File: config.mk
export PLATFORM = sky130hd
export DESIGN_NAME = plain_text_line_reflow_unit
export DESIGN_NICKNAME = d
export VERILOG_FILES = /design/src/rtl/ptlr_pkg.sv /design/src/rtl/ptlr_ctrl.sv /design/src/rtl/ptlr_dp.sv /design/src/rtl/plain_text_line_reflow_unit.sv
export SDC_FILE = /design/constraint.sdc
export NUM_CORES = 1
export LEC_CHECK = 0
export ABC_AREA = 1
export BUFFER_PORTS_ARGS = -buffer_cell sky130_fd_sc_hd__buf_2
export CAP_MARGIN = 20
export CORE_UTILIZATION = 45
export CTS_BUF_LIST = sky130_fd_sc_hd__clkbuf_8 sky130_fd_sc_hd__clkbuf_16
export DETAILED_ROUTE_END_ITERATION = 7
export GPL_ROUTABILITY_DRIVEN = 0
export PLACE_DENSITY = 0.58
export SETUP_SLACK_MARGIN = 0.05
export SLEW_MARGIN = 15
export SYNTH_ARGS = -nofsm -noshare
export SYNTH_HDL_FRONTEND = slang
export SYNTH_SLANG_ARGS = --single-unit
File: constraint.sdc
create_clock -name i_clk -period 4.3 [get_ports i_clk]
set_input_delay 0.86 -clock i_clk [delete_from_list [all_inputs] [get_ports i_clk]]
set_output_delay 0.86 -clock i_clk [all_outputs]
set_load 0.05 [all_outputs]
File: src/rtl/ptlr_pkg.sv
package ptlr_pkg;

    localparam int CHAR_W = 8;
    localparam int THR_W  = 8;
    localparam int LINE_W = 9;
    localparam int SUM_W  = LINE_W + 1;

    localparam logic [THR_W-1:0]  THR_RESET = 8'd72;

    localparam logic [CHAR_W-1:0] CH_SP = 8'h20;
    localparam logic [CHAR_W-1:0] CH_LF = 8'h0A;
    localparam logic [CHAR_W-1:0] CH_CR = 8'h0D;
    localparam logic [CHAR_W-1:0] CH_BS = 8'h5C;
    localparam logic [CHAR_W-1:0] CH_N  = 8'h6E;

    typedef enum logic [1:0] {
        MODE_COLLECT,
        MODE_NEWLINE,
        MODE_RUN,
        MODE_ESCAPE
    } t_mode;

    typedef enum logic [3:0] {
        S_IDLE,
        S_DISP,
        S_HANDLE,
        S_CHK,
        S_BSP,
        S_BCR,
        S_BLF,
        S_WPRE,
        S_WORD,
        S_WDONE,
        S_SUF1,
        S_SUF2,
        S_POST,
        S_RCR,
        S_RLF,
        S_FIN
    } t_state;

    typedef enum logic [1:0] {
        SUF_SP,
        SUF_CRLF,
        SUF_BS
    } t_suffix;

    typedef enum logic [1:0] {
        POST_END,
        POST_COLLECT,
        POST_HANDLE,
        POST_NL
    } t_post;

    typedef enum logic [2:0] {
        SEL_WORD,
        SEL_SP,
        SEL_CR,
        SEL_LF,
        SEL_BS
    } t_sel;

    typedef struct packed {
        logic    load;
        logic    emit;
        t_sel    sel;
        logic    k_clr;
        logic    word_done;
        logic    line_clr;
        logic    store;
        logic    fin;
        t_suffix suffix;
    } t_cmd;

    typedef struct packed {
        logic brk_hit;
        logic push_rdy;
        logic word_end;
        logic is_sp;
        logic is_lf;
        logic is_bs;
        logic is_n;
        logic is_end;
    } t_status;

endpackage

File: src/rtl/ptlr_ctrl.sv
module ptlr_ctrl (
    input  logic             i_clk,
    input  logic             i_rst_n,
    input  logic             i_in_valid,
    input  ptlr_pkg::t_status i_st,
    output ptlr_pkg::t_cmd   o_cmd,
    output logic             o_in_ready
);

    ptlr_pkg::t_state  r_state, n_state;
    ptlr_pkg::t_mode   r_mode, n_mode;
    ptlr_pkg::t_suffix r_suffix, n_suffix;
    ptlr_pkg::t_post   r_post, n_post;
    logic              r_brk, n_brk;
    logic              handle_now;

    // byte handling runs in its own state, or straight from dispatch in collect mode
    assign handle_now = (r_state == ptlr_pkg::S_HANDLE) ||
                        ((r_state == ptlr_pkg::S_DISP) && !i_st.is_end &&
                         (r_mode == ptlr_pkg::MODE_COLLECT));

    always_ff @(posedge i_clk) begin
        if (!i_rst_n) begin
            r_state  <= ptlr_pkg::S_IDLE;
            r_mode   <= ptlr_pkg::MODE_COLLECT;
            r_suffix <= ptlr_pkg::SUF_SP;
            r_post   <= ptlr_pkg::POST_END;
            r_brk    <= 1'b0;
        end else begin
            r_state  <= n_state;
            r_mode   <= n_mode;
            r_suffix <= n_suffix;
            r_post   <= n_post;
            r_brk    <= n_brk;
        end
    end

    always_comb begin
        n_state  = r_state;
        n_mode   = r_mode;
        n_suffix = r_suffix;
        n_post   = r_post;
        n_brk    = r_brk;
        unique case (r_state)
            ptlr_pkg::S_IDLE: begin
                if (i_in_valid) n_state = ptlr_pkg::S_DISP;
            end
            ptlr_pkg::S_DISP: begin
                if (i_st.is_end) begin
                    n_suffix = ptlr_pkg::SUF_CRLF;
                    n_post   = ptlr_pkg::POST_END;
                    n_state  = ptlr_pkg::S_CHK;
                end else begin
                    unique case (r_mode)
                        ptlr_pkg::MODE_COLLECT: begin
                            n_state = r_state;
                        end
                        ptlr_pkg::MODE_NEWLINE: begin
                            n_suffix = ptlr_pkg::SUF_SP;
                            n_post   = ptlr_pkg::POST_NL;
                            n_state  = ptlr_pkg::S_CHK;
                        end
                        ptlr_pkg::MODE_RUN: begin
                            n_state = ptlr_pkg::S_RCR;
                        end
                        ptlr_pkg::MODE_ESCAPE: begin
                            if (i_st.is_n) begin
                                n_suffix = ptlr_pkg::SUF_CRLF;
                                n_post   = ptlr_pkg::POST_COLLECT;
                            end else begin
                                n_suffix = ptlr_pkg::SUF_BS;
                                n_post   = ptlr_pkg::POST_HANDLE;
                            end
                            n_state = ptlr_pkg::S_CHK;
                        end
                        default: n_state = r_state;
                    endcase
                end
            end
            ptlr_pkg::S_HANDLE: begin
                n_state = r_state;
            end
            ptlr_pkg::S_CHK: begin
                n_brk   = i_st.brk_hit;
                n_state = i_st.brk_hit ? ptlr_pkg::S_BSP : ptlr_pkg::S_WPRE;
            end
            ptlr_pkg::S_BSP: begin
                if (i_st.push_rdy) n_state = ptlr_pkg::S_BCR;
            end
            ptlr_pkg::S_BCR: begin
                if (i_st.push_rdy) n_state = ptlr_pkg::S_BLF;
            end
            ptlr_pkg::S_BLF: begin
                if (i_st.push_rdy) n_state = ptlr_pkg::S_WPRE;
            end
            ptlr_pkg::S_WPRE: begin
                n_state = ptlr_pkg::S_WORD;
            end
            ptlr_pkg::S_WORD: begin
                if (i_st.word_end) n_state = ptlr_pkg::S_WDONE;
            end
            ptlr_pkg::S_WDONE: begin
                n_state = ptlr_pkg::S_SUF1;
            end
            ptlr_pkg::S_SUF1: begin
                if (i_st.push_rdy) begin
                    n_state = (r_suffix == ptlr_pkg::SUF_CRLF) ? ptlr_pkg::S_SUF2
                                                               : ptlr_pkg::S_POST;
                end
            end
            ptlr_pkg::S_SUF2: begin
                if (i_st.push_rdy) n_state = ptlr_pkg::S_POST;
            end
            ptlr_pkg::S_POST: begin
                unique case (r_post) inside
                    ptlr_pkg::POST_END, ptlr_pkg::POST_COLLECT: begin
                        n_mode  = ptlr_pkg::MODE_COLLECT;
                        n_state = ptlr_pkg::S_FIN;
                    end
                    ptlr_pkg::POST_HANDLE: begin
                        n_state = ptlr_pkg::S_HANDLE;
                    end
                    ptlr_pkg::POST_NL: begin
                        if (i_st.is_lf) begin
                            // a break already ended the line: no extra CR LF
                            n_mode  = ptlr_pkg::MODE_RUN;
                            n_state = r_brk ? ptlr_pkg::S_FIN : ptlr_pkg::S_RCR;
                        end else begin
                            n_state = ptlr_pkg::S_HANDLE;
                        end
                    end
                    default: n_state = ptlr_pkg::S_FIN;
                endcase
            end
            ptlr_pkg::S_RCR: begin
                if (i_st.push_rdy) n_state = ptlr_pkg::S_RLF;
            end
            ptlr_pkg::S_RLF: begin
                if (i_st.push_rdy) begin
                    n_state = i_st.is_lf ? ptlr_pkg::S_FIN : ptlr_pkg::S_HANDLE;
                end
            end
            ptlr_pkg::S_FIN: begin
                if (i_st.push_rdy) n_state = ptlr_pkg::S_IDLE;
            end
            default: n_state = ptlr_pkg::S_IDLE;
        endcase

        if (handle_now) begin
            if (i_st.is_sp) begin
                n_suffix = ptlr_pkg::SUF_SP;
                n_post   = ptlr_pkg::POST_COLLECT;
                n_state  = ptlr_pkg::S_CHK;
            end else begin
                if (i_st.is_lf)      n_mode = ptlr_pkg::MODE_NEWLINE;
                else if (i_st.is_bs) n_mode = ptlr_pkg::MODE_ESCAPE;
                else                 n_mode = ptlr_pkg::MODE_COLLECT;
                n_state = i_st.push_rdy ? ptlr_pkg::S_IDLE : ptlr_pkg::S_FIN;
            end
        end
    end

    always_comb begin
        o_cmd        = '0;
        o_cmd.sel    = ptlr_pkg::SEL_SP;
        o_cmd.suffix = r_suffix;
        o_in_ready   = 1'b0;
        unique case (r_state)
            ptlr_pkg::S_IDLE: begin
                o_in_ready = 1'b1;
                o_cmd.load = i_in_valid;
            end
            ptlr_pkg::S_BSP: begin
                o_cmd.emit = 1'b1;
                o_cmd.sel  = ptlr_pkg::SEL_SP;
            end
            ptlr_pkg::S_BCR: begin
                o_cmd.emit = 1'b1;
                o_cmd.sel  = ptlr_pkg::SEL_CR;
            end
            ptlr_pkg::S_BLF: begin
                o_cmd.emit     = 1'b1;
                o_cmd.sel      = ptlr_pkg::SEL_LF;
                o_cmd.line_clr = 1'b1;
            end
            ptlr_pkg::S_WPRE: begin
                o_cmd.k_clr = 1'b1;
            end
            ptlr_pkg::S_WORD: begin
                o_cmd.emit = !i_st.word_end;
                o_cmd.sel  = ptlr_pkg::SEL_WORD;
            end
            ptlr_pkg::S_WDONE: begin
                o_cmd.word_done = 1'b1;
            end
            ptlr_pkg::S_SUF1: begin
                o_cmd.emit = 1'b1;
                unique case (r_suffix)
                    ptlr_pkg::SUF_SP:   o_cmd.sel = ptlr_pkg::SEL_SP;
                    ptlr_pkg::SUF_CRLF: o_cmd.sel = ptlr_pkg::SEL_CR;
                    ptlr_pkg::SUF_BS:   o_cmd.sel = ptlr_pkg::SEL_BS;
                    default:            o_cmd.sel = ptlr_pkg::SEL_SP;
                endcase
            end
            ptlr_pkg::S_SUF2: begin
                o_cmd.emit = 1'b1;
                o_cmd.sel  = ptlr_pkg::SEL_LF;
            end
            ptlr_pkg::S_POST: begin
                o_cmd.line_clr = (r_post == ptlr_pkg::POST_END);
            end
            ptlr_pkg::S_RCR: begin
                o_cmd.emit = 1'b1;
                o_cmd.sel  = ptlr_pkg::SEL_CR;
            end
            ptlr_pkg::S_RLF: begin
                o_cmd.emit     = 1'b1;
                o_cmd.sel      = ptlr_pkg::SEL_LF;
                o_cmd.line_clr = 1'b1;
            end
            ptlr_pkg::S_FIN: begin
                o_cmd.fin = 1'b1;
            end
            default: o_cmd.fin = 1'b0;
        endcase

        if (handle_now) begin
            o_cmd.store = !i_st.is_sp && !i_st.is_lf && !i_st.is_bs;
            o_cmd.fin   = !i_st.is_sp;
        end
    end

endmodule

File: src/rtl/ptlr_dp.sv
module ptlr_dp #(
    parameter int WORD_MAX = 32
) (
    input  logic                          i_clk,
    input  logic                          i_rst_n,
    input  ptlr_pkg::t_cmd                i_cmd,
    output ptlr_pkg::t_status             o_st,
    input  logic [ptlr_pkg::CHAR_W-1:0]   i_char_in,
    input  logic                          i_end_of_body,
    input  logic                          i_cfg_valid,
    input  logic [ptlr_pkg::THR_W-1:0]    i_cfg_wrap_threshold,
    output logic                          o_out_valid,
    input  logic                          i_out_ready,
    output logic [ptlr_pkg::CHAR_W-1:0]   o_out_char,
    output logic                          o_last_of_run,
    output logic                          o_word_overflow
);

    localparam int KW = $clog2(WORD_MAX + 1);
    localparam int AW = $clog2(WORD_MAX);

    logic [ptlr_pkg::CHAR_W-1:0] r_mem [WORD_MAX];
    logic [ptlr_pkg::CHAR_W-1:0] r_rd;
    logic [ptlr_pkg::CHAR_W-1:0] r_c;
    logic                        r_end;
    logic [ptlr_pkg::THR_W-1:0]  r_thr;
    logic [KW-1:0]               r_wlen;
    logic [KW-1:0]               r_k;
    logic [ptlr_pkg::LINE_W-1:0] r_line;
    logic                        r_ovf;
    logic [ptlr_pkg::CHAR_W-1:0] r_h_char;
    logic                        r_h_ovf;
    logic                        r_h_valid;
    logic [ptlr_pkg::CHAR_W-1:0] r_o_char;
    logic                        r_o_last;
    logic                        r_o_ovf;
    logic                        r_o_valid;

    logic [ptlr_pkg::SUM_W-1:0]  sum;
    logic [1:0]                  slen;
    logic                        out_free;
    logic                        push_rdy;
    logic                        emit_fire;
    logic                        fin_fire;
    logic [KW-1:0]               rd_next;
    logic [AW-1:0]               rd_addr;
    logic [ptlr_pkg::CHAR_W-1:0] emit_char;

    assign slen     = (i_cmd.suffix == ptlr_pkg::SUF_CRLF) ? 2'd2 : 2'd1;
    assign sum      = ptlr_pkg::SUM_W'(r_line) + ptlr_pkg::SUM_W'(r_wlen)
                    + ptlr_pkg::SUM_W'(slen);
    assign out_free = !r_o_valid || i_out_ready;
    assign push_rdy = !r_h_valid || out_free;
    assign emit_fire = i_cmd.emit && push_rdy;
    assign fin_fire  = i_cmd.fin && push_rdy;

    assign o_st.brk_hit  = (sum >= ptlr_pkg::SUM_W'(r_thr));
    assign o_st.push_rdy = push_rdy;
    assign o_st.word_end = (r_k == r_wlen);
    assign o_st.is_sp    = (r_c == ptlr_pkg::CH_SP);
    assign o_st.is_lf    = (r_c == ptlr_pkg::CH_LF);
    assign o_st.is_bs    = (r_c == ptlr_pkg::CH_BS);
    assign o_st.is_n     = (r_c == ptlr_pkg::CH_N);
    assign o_st.is_end   = r_end;

    // read one entry ahead so the word streams at one byte a cycle while the output is not stalled
    always_comb begin
        if (i_cmd.k_clr) begin
            rd_next = '0;
        end else if (emit_fire && (i_cmd.sel == ptlr_pkg::SEL_WORD)) begin
            rd_next = r_k + KW'(1);
        end else begin
            rd_next = r_k;
        end
        if (rd_next >= KW'(WORD_MAX)) rd_next = '0;
    end
    assign rd_addr = rd_next[AW-1:0];

    always_comb begin
        case (i_cmd.sel)
            ptlr_pkg::SEL_WORD: emit_char = r_rd;
            ptlr_pkg::SEL_SP:   emit_char = ptlr_pkg::CH_SP;
            ptlr_pkg::SEL_CR:   emit_char = ptlr_pkg::CH_CR;
            ptlr_pkg::SEL_LF:   emit_char = ptlr_pkg::CH_LF;
            ptlr_pkg::SEL_BS:   emit_char = ptlr_pkg::CH_BS;
            default:            emit_char = ptlr_pkg::CH_SP;
        endcase
    end

    always_ff @(posedge i_clk) begin
        r_rd <= r_mem[rd_addr];
        if (i_cmd.store && (r_wlen < KW'(WORD_MAX))) begin
            r_mem[r_wlen[AW-1:0]] <= r_c;
        end
        if (i_cmd.load) begin
            r_c   <= i_char_in;
            r_end <= i_end_of_body;
        end
        if (emit_fire) begin
            r_h_char <= emit_char;
            r_h_ovf  <= r_ovf;
        end
        if (out_free && r_h_valid && (emit_fire || fin_fire)) begin
            r_o_char <= r_h_char;
            r_o_ovf  <= r_h_ovf;
            r_o_last <= fin_fire;
        end
    end

    always_ff @(posedge i_clk) begin
        if (!i_rst_n) begin
            r_thr     <= ptlr_pkg::THR_RESET;
            r_wlen    <= '0;
            r_k       <= '0;
            r_line    <= '0;
            r_ovf     <= 1'b0;
            r_h_valid <= 1'b0;
            r_o_valid <= 1'b0;
        end else begin
            if (i_cfg_valid) r_thr <= i_cfg_wrap_threshold;

            if (i_cmd.k_clr) begin
                r_k <= '0;
            end else if (emit_fire && (i_cmd.sel == ptlr_pkg::SEL_WORD)) begin
                r_k <= r_k + KW'(1);
            end

            if (i_cmd.word_done) begin
                r_line <= ptlr_pkg::LINE_W'(sum);
                r_wlen <= '0;
                r_ovf  <= 1'b0;
            end else if (i_cmd.line_clr) begin
                r_line <= '0;
            end else if (i_cmd.store) begin
                if (r_wlen < KW'(WORD_MAX)) r_wlen <= r_wlen + KW'(1);
                else                        r_ovf  <= 1'b1;
            end

            // hold the newest byte back until we know whether it ends the run
            if (emit_fire)     r_h_valid <= 1'b1;
            else if (fin_fire) r_h_valid <= 1'b0;

            if (out_free) r_o_valid <= r_h_valid && (emit_fire || fin_fire);
        end
    end

    assign o_out_valid     = r_o_valid;
    assign o_out_char      = r_o_char;
    assign o_last_of_run   = r_o_last;
    assign o_word_overflow = r_o_ovf;

endmodule

File: src/rtl/plain_text_line_reflow_unit.sv
// A plain word byte is taken through accept (IDLE) and dispatch; a flush runs through
// the control states and emits each byte in turn (break, word, suffix).
// The unit takes a new item only once the last one is done; the longest item is
// a newline or escape that flushes twice with a full word and two breaks.
// Reset (synchronous, active low): collect mode, empty word, line length 0,
// threshold 72, output empty. The word buffer itself is not cleared.
module plain_text_line_reflow_unit #(
    parameter int WORD_MAX = 32
) (
    input  logic       i_clk,
    input  logic       i_rst_n,
    input  logic       i_in_valid,
    output logic       o_in_ready,
    input  logic [7:0] i_char_in,
    input  logic       i_end_of_body,
    input  logic       i_cfg_valid,
    output logic       o_cfg_ready,
    input  logic [7:0] i_cfg_wrap_threshold,
    output logic       o_out_valid,
    input  logic       i_out_ready,
    output logic [7:0] o_out_char,
    output logic       o_last_of_run,
    output logic       o_word_overflow
);

    ptlr_pkg::t_cmd    cmd;
    ptlr_pkg::t_status st;

    assign o_cfg_ready = 1'b1;

    ptlr_ctrl u_ctrl (
        .i_clk      (i_clk),
        .i_rst_n    (i_rst_n),
        .i_in_valid (i_in_valid),
        .i_st       (st),
        .o_cmd      (cmd),
        .o_in_ready (o_in_ready)
    );

    ptlr_dp #(
        .WORD_MAX (WORD_MAX)
    ) u_dp (
        .i_clk                (i_clk),
        .i_rst_n              (i_rst_n),
        .i_cmd                (cmd),
        .o_st                 (st),
        .i_char_in            (i_char_in),
        .i_end_of_body        (i_end_of_body),
        .i_cfg_valid          (i_cfg_valid),
        .i_cfg_wrap_threshold (i_cfg_wrap_threshold),
        .o_out_valid          (o_out_valid),
        .i_out_ready          (i_out_ready),
        .o_out_char           (o_out_char),
        .o_last_of_run        (o_last_of_run),
        .o_word_overflow      (o_word_overflow)
    );

endmodule

# --- Yosys cells after proc, flatten, opt, wreduce, memory -nomap -nowiden ---
# Memories as Yosys holds them, arrays and structs flattened. A register that Yosys moved wholly into a read port is not among the register bits.
# Index checks and enable logic that the tools add are counted.
classes:
  add_sub_neg: 4
  magnitude_cmp: 3
  eq_ne: 43
  n_mux: 60
  bitwise: 3
  reduce_logical: 37
ops:
  columns: ["operator", "n"]
  rows:
  - ["two-way mux 4 bit", 16]
  - ["case mux 4 bit (15 select lines)", 1]
  - ["two-way mux 2 bit", 19]
  - ["== test 4 bit, second input constant", 8]
  - ["case mux 8 bit (4 select lines)", 1]
  - ["inequality test 3 x 1 -> 1 bit, second input constant", 9]
  - ["case mux 4 bit (5 select lines)", 1]
  - ["two-way mux 9 bit", 2]
  - ["== test 4 x 3 -> 1 bit, second input constant", 4]
  - ["== test 8 x 7 -> 1 bit, second input constant", 2]
  - ["case mux 4 bit (2 select lines)", 2]
  - ["adder 6 x 1 -> 6 bit, second input constant", 2]
  - ["two-way mux 6 bit", 2]
  - ["case mux 2 bit (2 select lines)", 3]
  - ["AND reduction 12 bit", 1]
  - ["logical AND 1 bit", 11]
  - ["adder 10 x 2 -> 10 bit", 1]
  - ["adder 9 x 6 -> 10 bit", 1]
  - ["== test 2 bit, second input constant", 5]
  - [">= comparator 10 x 8 -> 1 bit", 1]
  - ["OR reduction 2 bit", 5]
  - ["two-way mux 1 bit", 9]
  - ["== test 4 x 2 -> 1 bit, second input constant", 2]
  - ["== test 8 x 4 -> 1 bit, second input constant", 1]
  - ["24 further kinds", 41]
totals:
  regBits: 71
  mem_bits_rw: 256
  inputBits: 22
  output_inout_bits: 13
  elab_cells: 170
  mem_count: 1
mem_list:
  columns: ["name", "depth", "word_bits", "rd", "rd_clocked_by_memory_dff", "write_ports", "line", "rtl"]
  rows:
  - ["u_dp.r_mem", 32, 8, 1, 1, 1, "ptlr_dp.sv:22", "logic [ptlr_pkg::CHAR_W-1:0] r_mem [WORD_MAX];"]

# --- Logic depth before layout (Yosys ltp) ---
depth:
  depth_word: 9
  depth_mapped: 23
  mapped_depth_nobuf: 23

# --- Hierarchy ---
# A second synthesis with hierarchy kept.
unflattened:
  hier_cells: 1604
  area_unflattened_um2: 15752.6
by_module_without_submodules:
  columns: ["mod", "instances", "cells_each", "area_each_um2", "seq_area_each_um2"]
  rows:
  - ["ptlr_dp", 1, 1429, 14721.6, 9328.9]
  - ["ptlr_ctrl", 1, 173, 1019.7, 220.2]
  - ["plain_text_line_reflow_unit", 1, 2, 11.3, 0.0]

# --- Worst setup path after synthesis ---
# Ideal clock, no wire load.
synth_timing:
  kind: "register to register"
  from: "reg u_ctrl.r_suffix[1]"
  to: "reg u_ctrl.r_state[0]"
  setup_time_ns: 0.070
  arrival_time_ns: 3.391
  t_required_ns: 4.230
  path_slack_ns: 0.839
  path_stages_with_launch: 24
  path_buffers: 0
  period_less_slack_ns: 3.461
  cell_sequence: "dfxtp_1 inv_1 ha_1 xnor2_1 ha_1 a21o_1 ha_1 fa_1 a31oi_1 nor2_1 o21ai_0 nand2_1 xnor2_1 inv_1 ha_1 nand2_1 inv_1 nand4_1 nand4_1 a31oi_1 nand2_1 nand2_1 nand2_1 a21oi_1"
synth_via:
  elab_chain_len: 7
  word_cells_on_any_way: 9
  classes_between: "add/sub: 1; order compare: 1; eq/ne: 1; mux: 6"
synth_rtl:
  columns: ["element", "line", "rtl"]
  rows:
  - ["start, declared", "ptlr_ctrl.sv:12", "ptlr_pkg::t_suffix r_suffix, n_suffix;"]
  - ["start signal, assigned", "ptlr_ctrl.sv:26", "r_suffix <= ptlr_pkg::SUF_SP;"]
  - ["start signal, assigned", "ptlr_ctrl.sv:32", "r_suffix <= n_suffix;"]
  - ["== test 2 x 1 -> 1 bit (*)", "ptlr_ctrl.sv:107, ptlr_dp.sv:49", null]
  - ["two-way mux 2 bit", "ptlr_dp.sv:49", "assign slen = (i_cmd.suffix == ptlr_pkg::SUF_CRLF) ? 2'd2 : 2'd1;"]
  - ["adder 10 x 2 -> 10 bit", "ptlr_dp.sv:51", "+ ptlr_pkg::SUM_W'(slen);"]
  - [">= comparator 10 x 8 -> 1 bit", "ptlr_dp.sv:57", "assign o_st.brk_hit = (sum >= ptlr_pkg::SUM_W'(r_thr));"]
  - ["two-way mux 2 bit", "ptlr_ctrl.sv:85", "n_state = i_st.brk_hit ? ptlr_pkg::S_BSP : ptlr_pkg::S_WPRE;"]
  - ["case mux 4 bit (15 select lines) (*)", "ptlr_ctrl.sv:44", "unique case (r_state)"]
  - ["two-way mux 4 bit (*)", "ptlr_ctrl.sv:149", "if (handle_now) begin"]
  - ["end signal, assigned", "ptlr_ctrl.sv:24", "r_state <= ptlr_pkg::S_IDLE;"]
  - ["end signal, assigned", "ptlr_ctrl.sv:30", "r_state <= n_state;"]
  - ["end, declared", "ptlr_ctrl.sv:10", "ptlr_pkg::t_state r_state, n_state;"]
# Every way passes the cells marked *; elsewhere a longest branch is shown, timed or not. The select of a mux whose other input is x is not followed.
# A chain may end at the register's enable or synchronous reset.

# --- Final worst setup path ---
# Ends and elaborated chain as after synthesis.

==> flow_summary.json <==
{
  "cap_viol_max_count": 0,
  "synth_area_per_cell_um2": 9.55,
  "hold_viol": 0,
  "yosys_warnings": 0,
  "io-pin-count": 35,
  "grt_max_degree": 85,
  "critical_path_required_ps": 4750,
  "die_w_um": 188,
  "start_util_pct": 46.0,
  "syn_inst": 1622,
  "ant_nets": 0,
  "ys_types": 43,
  "drive_gt1_share_pct": 8.98,
  "min_period_ps": 3890,
  "drv_slew": 0,
  "critPathLaunchType": "flop",
  "cp_max_fo": 3,
  "grt_antenna_before_repair": 0,
  "outcome": "finished, final reports clean",
  "power.density_nw_per_um2": 596,
  "portBuffers": 33,
  "drtPass1Iterations": 5,
  "crit_type": "reg2reg",
  "syn_to_final_growth_pct": 13.3,
  "wire_per_inst_um": 17.2,
  "power.leakage_nw": 7.60,
  "clk_pin_slew_ps": 50,
  "hold_class": "reg2reg",
  "tns_ps": 0,
  "ys_seq_area_share_pct": 61.7,
  "route.detailed.drc": 0,
  "period_share_pct": 90.4,
  "cts_tree": "built",
  "rows": 67,
  "dieArea_um2": 35200,
  "cts_buffer_depth": 3,
  "cts_buffers": 37,
  "clock_latency_ps": 530,
  "post_cts_resized": 0,
  "syn-cell-area_um2": 15500,
  "grt_pass1_vias": 10700,
  "post_cts_buffers": 0,
  "setup_viol": 0,
  "fillers": 3085,
  "end_kind": "flop",
  "ir_worst_vdd_mv": 0.383,
  "grt.total_usage_pct": 21.6,
  "drtIter0Drc": 784,
  "fmax_mhz": 257,
  "ys_seq_elements": 335,
  "syn_nets": 1673,
  "nets": 1727,
  "cp.arrival_ps": 4340,
  "die_h_um": 188,
  "grt_setup_unrepaired": "no",
  "relSlewSlack_pct": 36.5,
  "fin_area_um2": 17500,
  "grt_pass1_wl_mm": 59.0,
  "vias_per_cell": 5.04,
  "timing.hold.ws_ps": 419,
  "post-dp-hpwl_mm": 22.6,
  "vias": 10800,
  "diodes": 0,
  "fin_skew_ps": 27.5,
  "placed_area_um2": 16300,
  "worst_slew_pin_slew_ps": 948,
  "wl_mm": 37.0,
  "htreeDepth": 2,
  "overflow": 0,
  "coreArea_um2": 33700,
  "root_buffer": "clkbuf_16",
  "cts.hold.buffers_added": 0,
  "cts_sinks": 335
}
[cells by family after synthesis]
logic type                 Yosys count  share of synthesized area [%]
and+or+nand+nor                    774                           21.9
xor gates and xnor gates            12                          0.679
other                                1                         0.0242
DFF                                335                           61.7
AOI/OAI and AO/OA                  100                           3.72
adders and majority gates           29                           2.39
buffers and inverters              371                           9.65
[per-layer routing]
metal	global-route usage, %	wire length, µm	vias to the layer above
met2	35.5	17300	274
met5	0	0	-
met3	3.54	1870	50
met4	5.85	723	0
met1	29.7	17100	5130
li1	-	-	5386
[flip-flops by register name, summed over array words and instances, names as in the netlist]
name,count
u_ctrl.r_brk,1
u_ctrl.r_mode,2
u_ctrl.r_post,2
u_ctrl.r_state,4
u_ctrl.r_suffix,2
u_dp.o_last_of_run,1
u_dp.o_out_char,8
u_dp.o_out_valid,1
u_dp.o_word_overflow,1
u_dp.r_c,8
u_dp.r_end,1
u_dp.r_h_char,8
u_dp.r_h_ovf,1
u_dp.r_h_valid,1
u_dp.r_k,6
u_dp.r_line,9
u_dp.r_mem,256
u_dp.r_ovf,1
u_dp.r_rd,8
u_dp.r_thr,8
u_dp.r_wlen,6
[area by class of cell]
| cell class | count | area (µm²) | share of cell area (%) |
|---|---|---|---|
| multi-input combinational | 916 | 4450 | 25.4 |
| clock inverter | 26 | 243 | 1.38 |
| timing repair buffer | 74 | 561 | 3.20 |
| sequential | 335 | 9550 | 54.4 |
| clock buffer | 41 | 1000 | 5.72 |
| tap | 448 | 561 | 3.20 |
| inverter | 312 | 1170 | 6.68 |
[stage by stage]
step           setup slack (ps)  util (%)  power (mW)  cells
4_1_cts                     394      52.1        10.5   2152
5_1_grt                    54.1      52.1        11.1   2152
3_3_place_gp                505      48.4        7.28   2085
2_1_floorplan               839         -        6.29   1622
3_5_place_dp                428      48.4        7.31   2085
6_report                    414      52.1        10.5   2152
[cells in the final DEF, fill, tap and decap left out, types with 2 or more instances in the layout]
cell	n
nand2_1	385
inv_1	312
edfxtp_1	284
nand3_1	263
nor2_1	83
dfxtp_1	51
clkbuf_16	39
a21oi_1	38
buf_4	34
o21ai_0	33
buf_2	33
ha_1	28
nand4_1	13
o21bai_1	10
clkinv_1	10
xor2_1	9
nand2_2	7
buf_12	7
nor2_2	6
inv_2	5
nor3_1	5
bufinv_16	5
nor2_4	4
clkinv_2	4
a21o_1	3
xnor2_1	3
o31ai_1	3
a31oi_1	2
nand3_4	2
nor4_1	2
a221oi_1	2
a41oi_1	2
clkbuf_8	2
[worst max-delay path, cell delays in order (launching register included)]
cell	delay, ps
dfxtp_1	360
inv_1	70
ha_1	230
xnor2_1	140
ha_1	170
a21o_1	150
ha_1	240
fa_1	470
a31oi_1	290
nor2_1	60
o21ai_0	150
nand2_1	100
xnor2_1	150
inv_1	80
ha_1	290
nand2_1	70
inv_1	50
nand4_1	80
nand4_1	100
a31oi_1	210
nand2_1	110
nand2_1	80
nand2_1	50
a21oi_1	110
[Yosys cell counts, drive strengths merged]
cell type	count	area [µm²]
a2111o	1	11.3
a211oi	1	7.51
a21o	3	22.5
a21oi	38	190
a221oi	2	17.5
a31oi	2	12.5
a41oi	2	17.5
buf	46	275
clkbuf	13	48.8
conb	1	3.75
dfxtp	51	1020
edfxtp	284	8530
fa	1	20.0
ha	28	350
inv	312	1170
nand2	393	1500
nand3	265	1350
nand4	13	81.3
nor2	94	407
nor3	5	25.0
nor3b	1	7.51
nor4	2	12.5
o211ai	1	7.51
o21a	1	7.51
o21ai	34	170
o21bai	10	75.1
o22ai	1	6.26
o31ai	3	22.5
o32ai	1	8.76
or2	1	6.26
xnor2	3	26.3
xor2	9	78.8
[path summary, 6_finish.rpt]
kind	start	to	slack, ps	cells past startpoint
max reg2reg	u_ctrl.r_suffix[1]	u_ctrl.r_state[0]	410	23
max	u_ctrl.r_suffix[1]	u_ctrl.r_state[0]	410	23
min reg2reg	u_dp.r_h_char[6]	u_dp.o_out_char[6]	420	0
min	u_dp.r_h_char[6]	u_dp.o_out_char[6]	420	0
[power by group]
| group | switching, mW | total, mW | internal (mW) |
|---|---|---|---|
| Clock | 1.25 | 3.22 | 1.97 |
| Sequential | 0.138 | 4.05 | 3.92 |
| Combinational | 2.29 | 3.18 | 0.893 |
| Total | 3.68 | 10.5 | 6.78 |
Note: power is estimated with default switching activity, not from simulation.
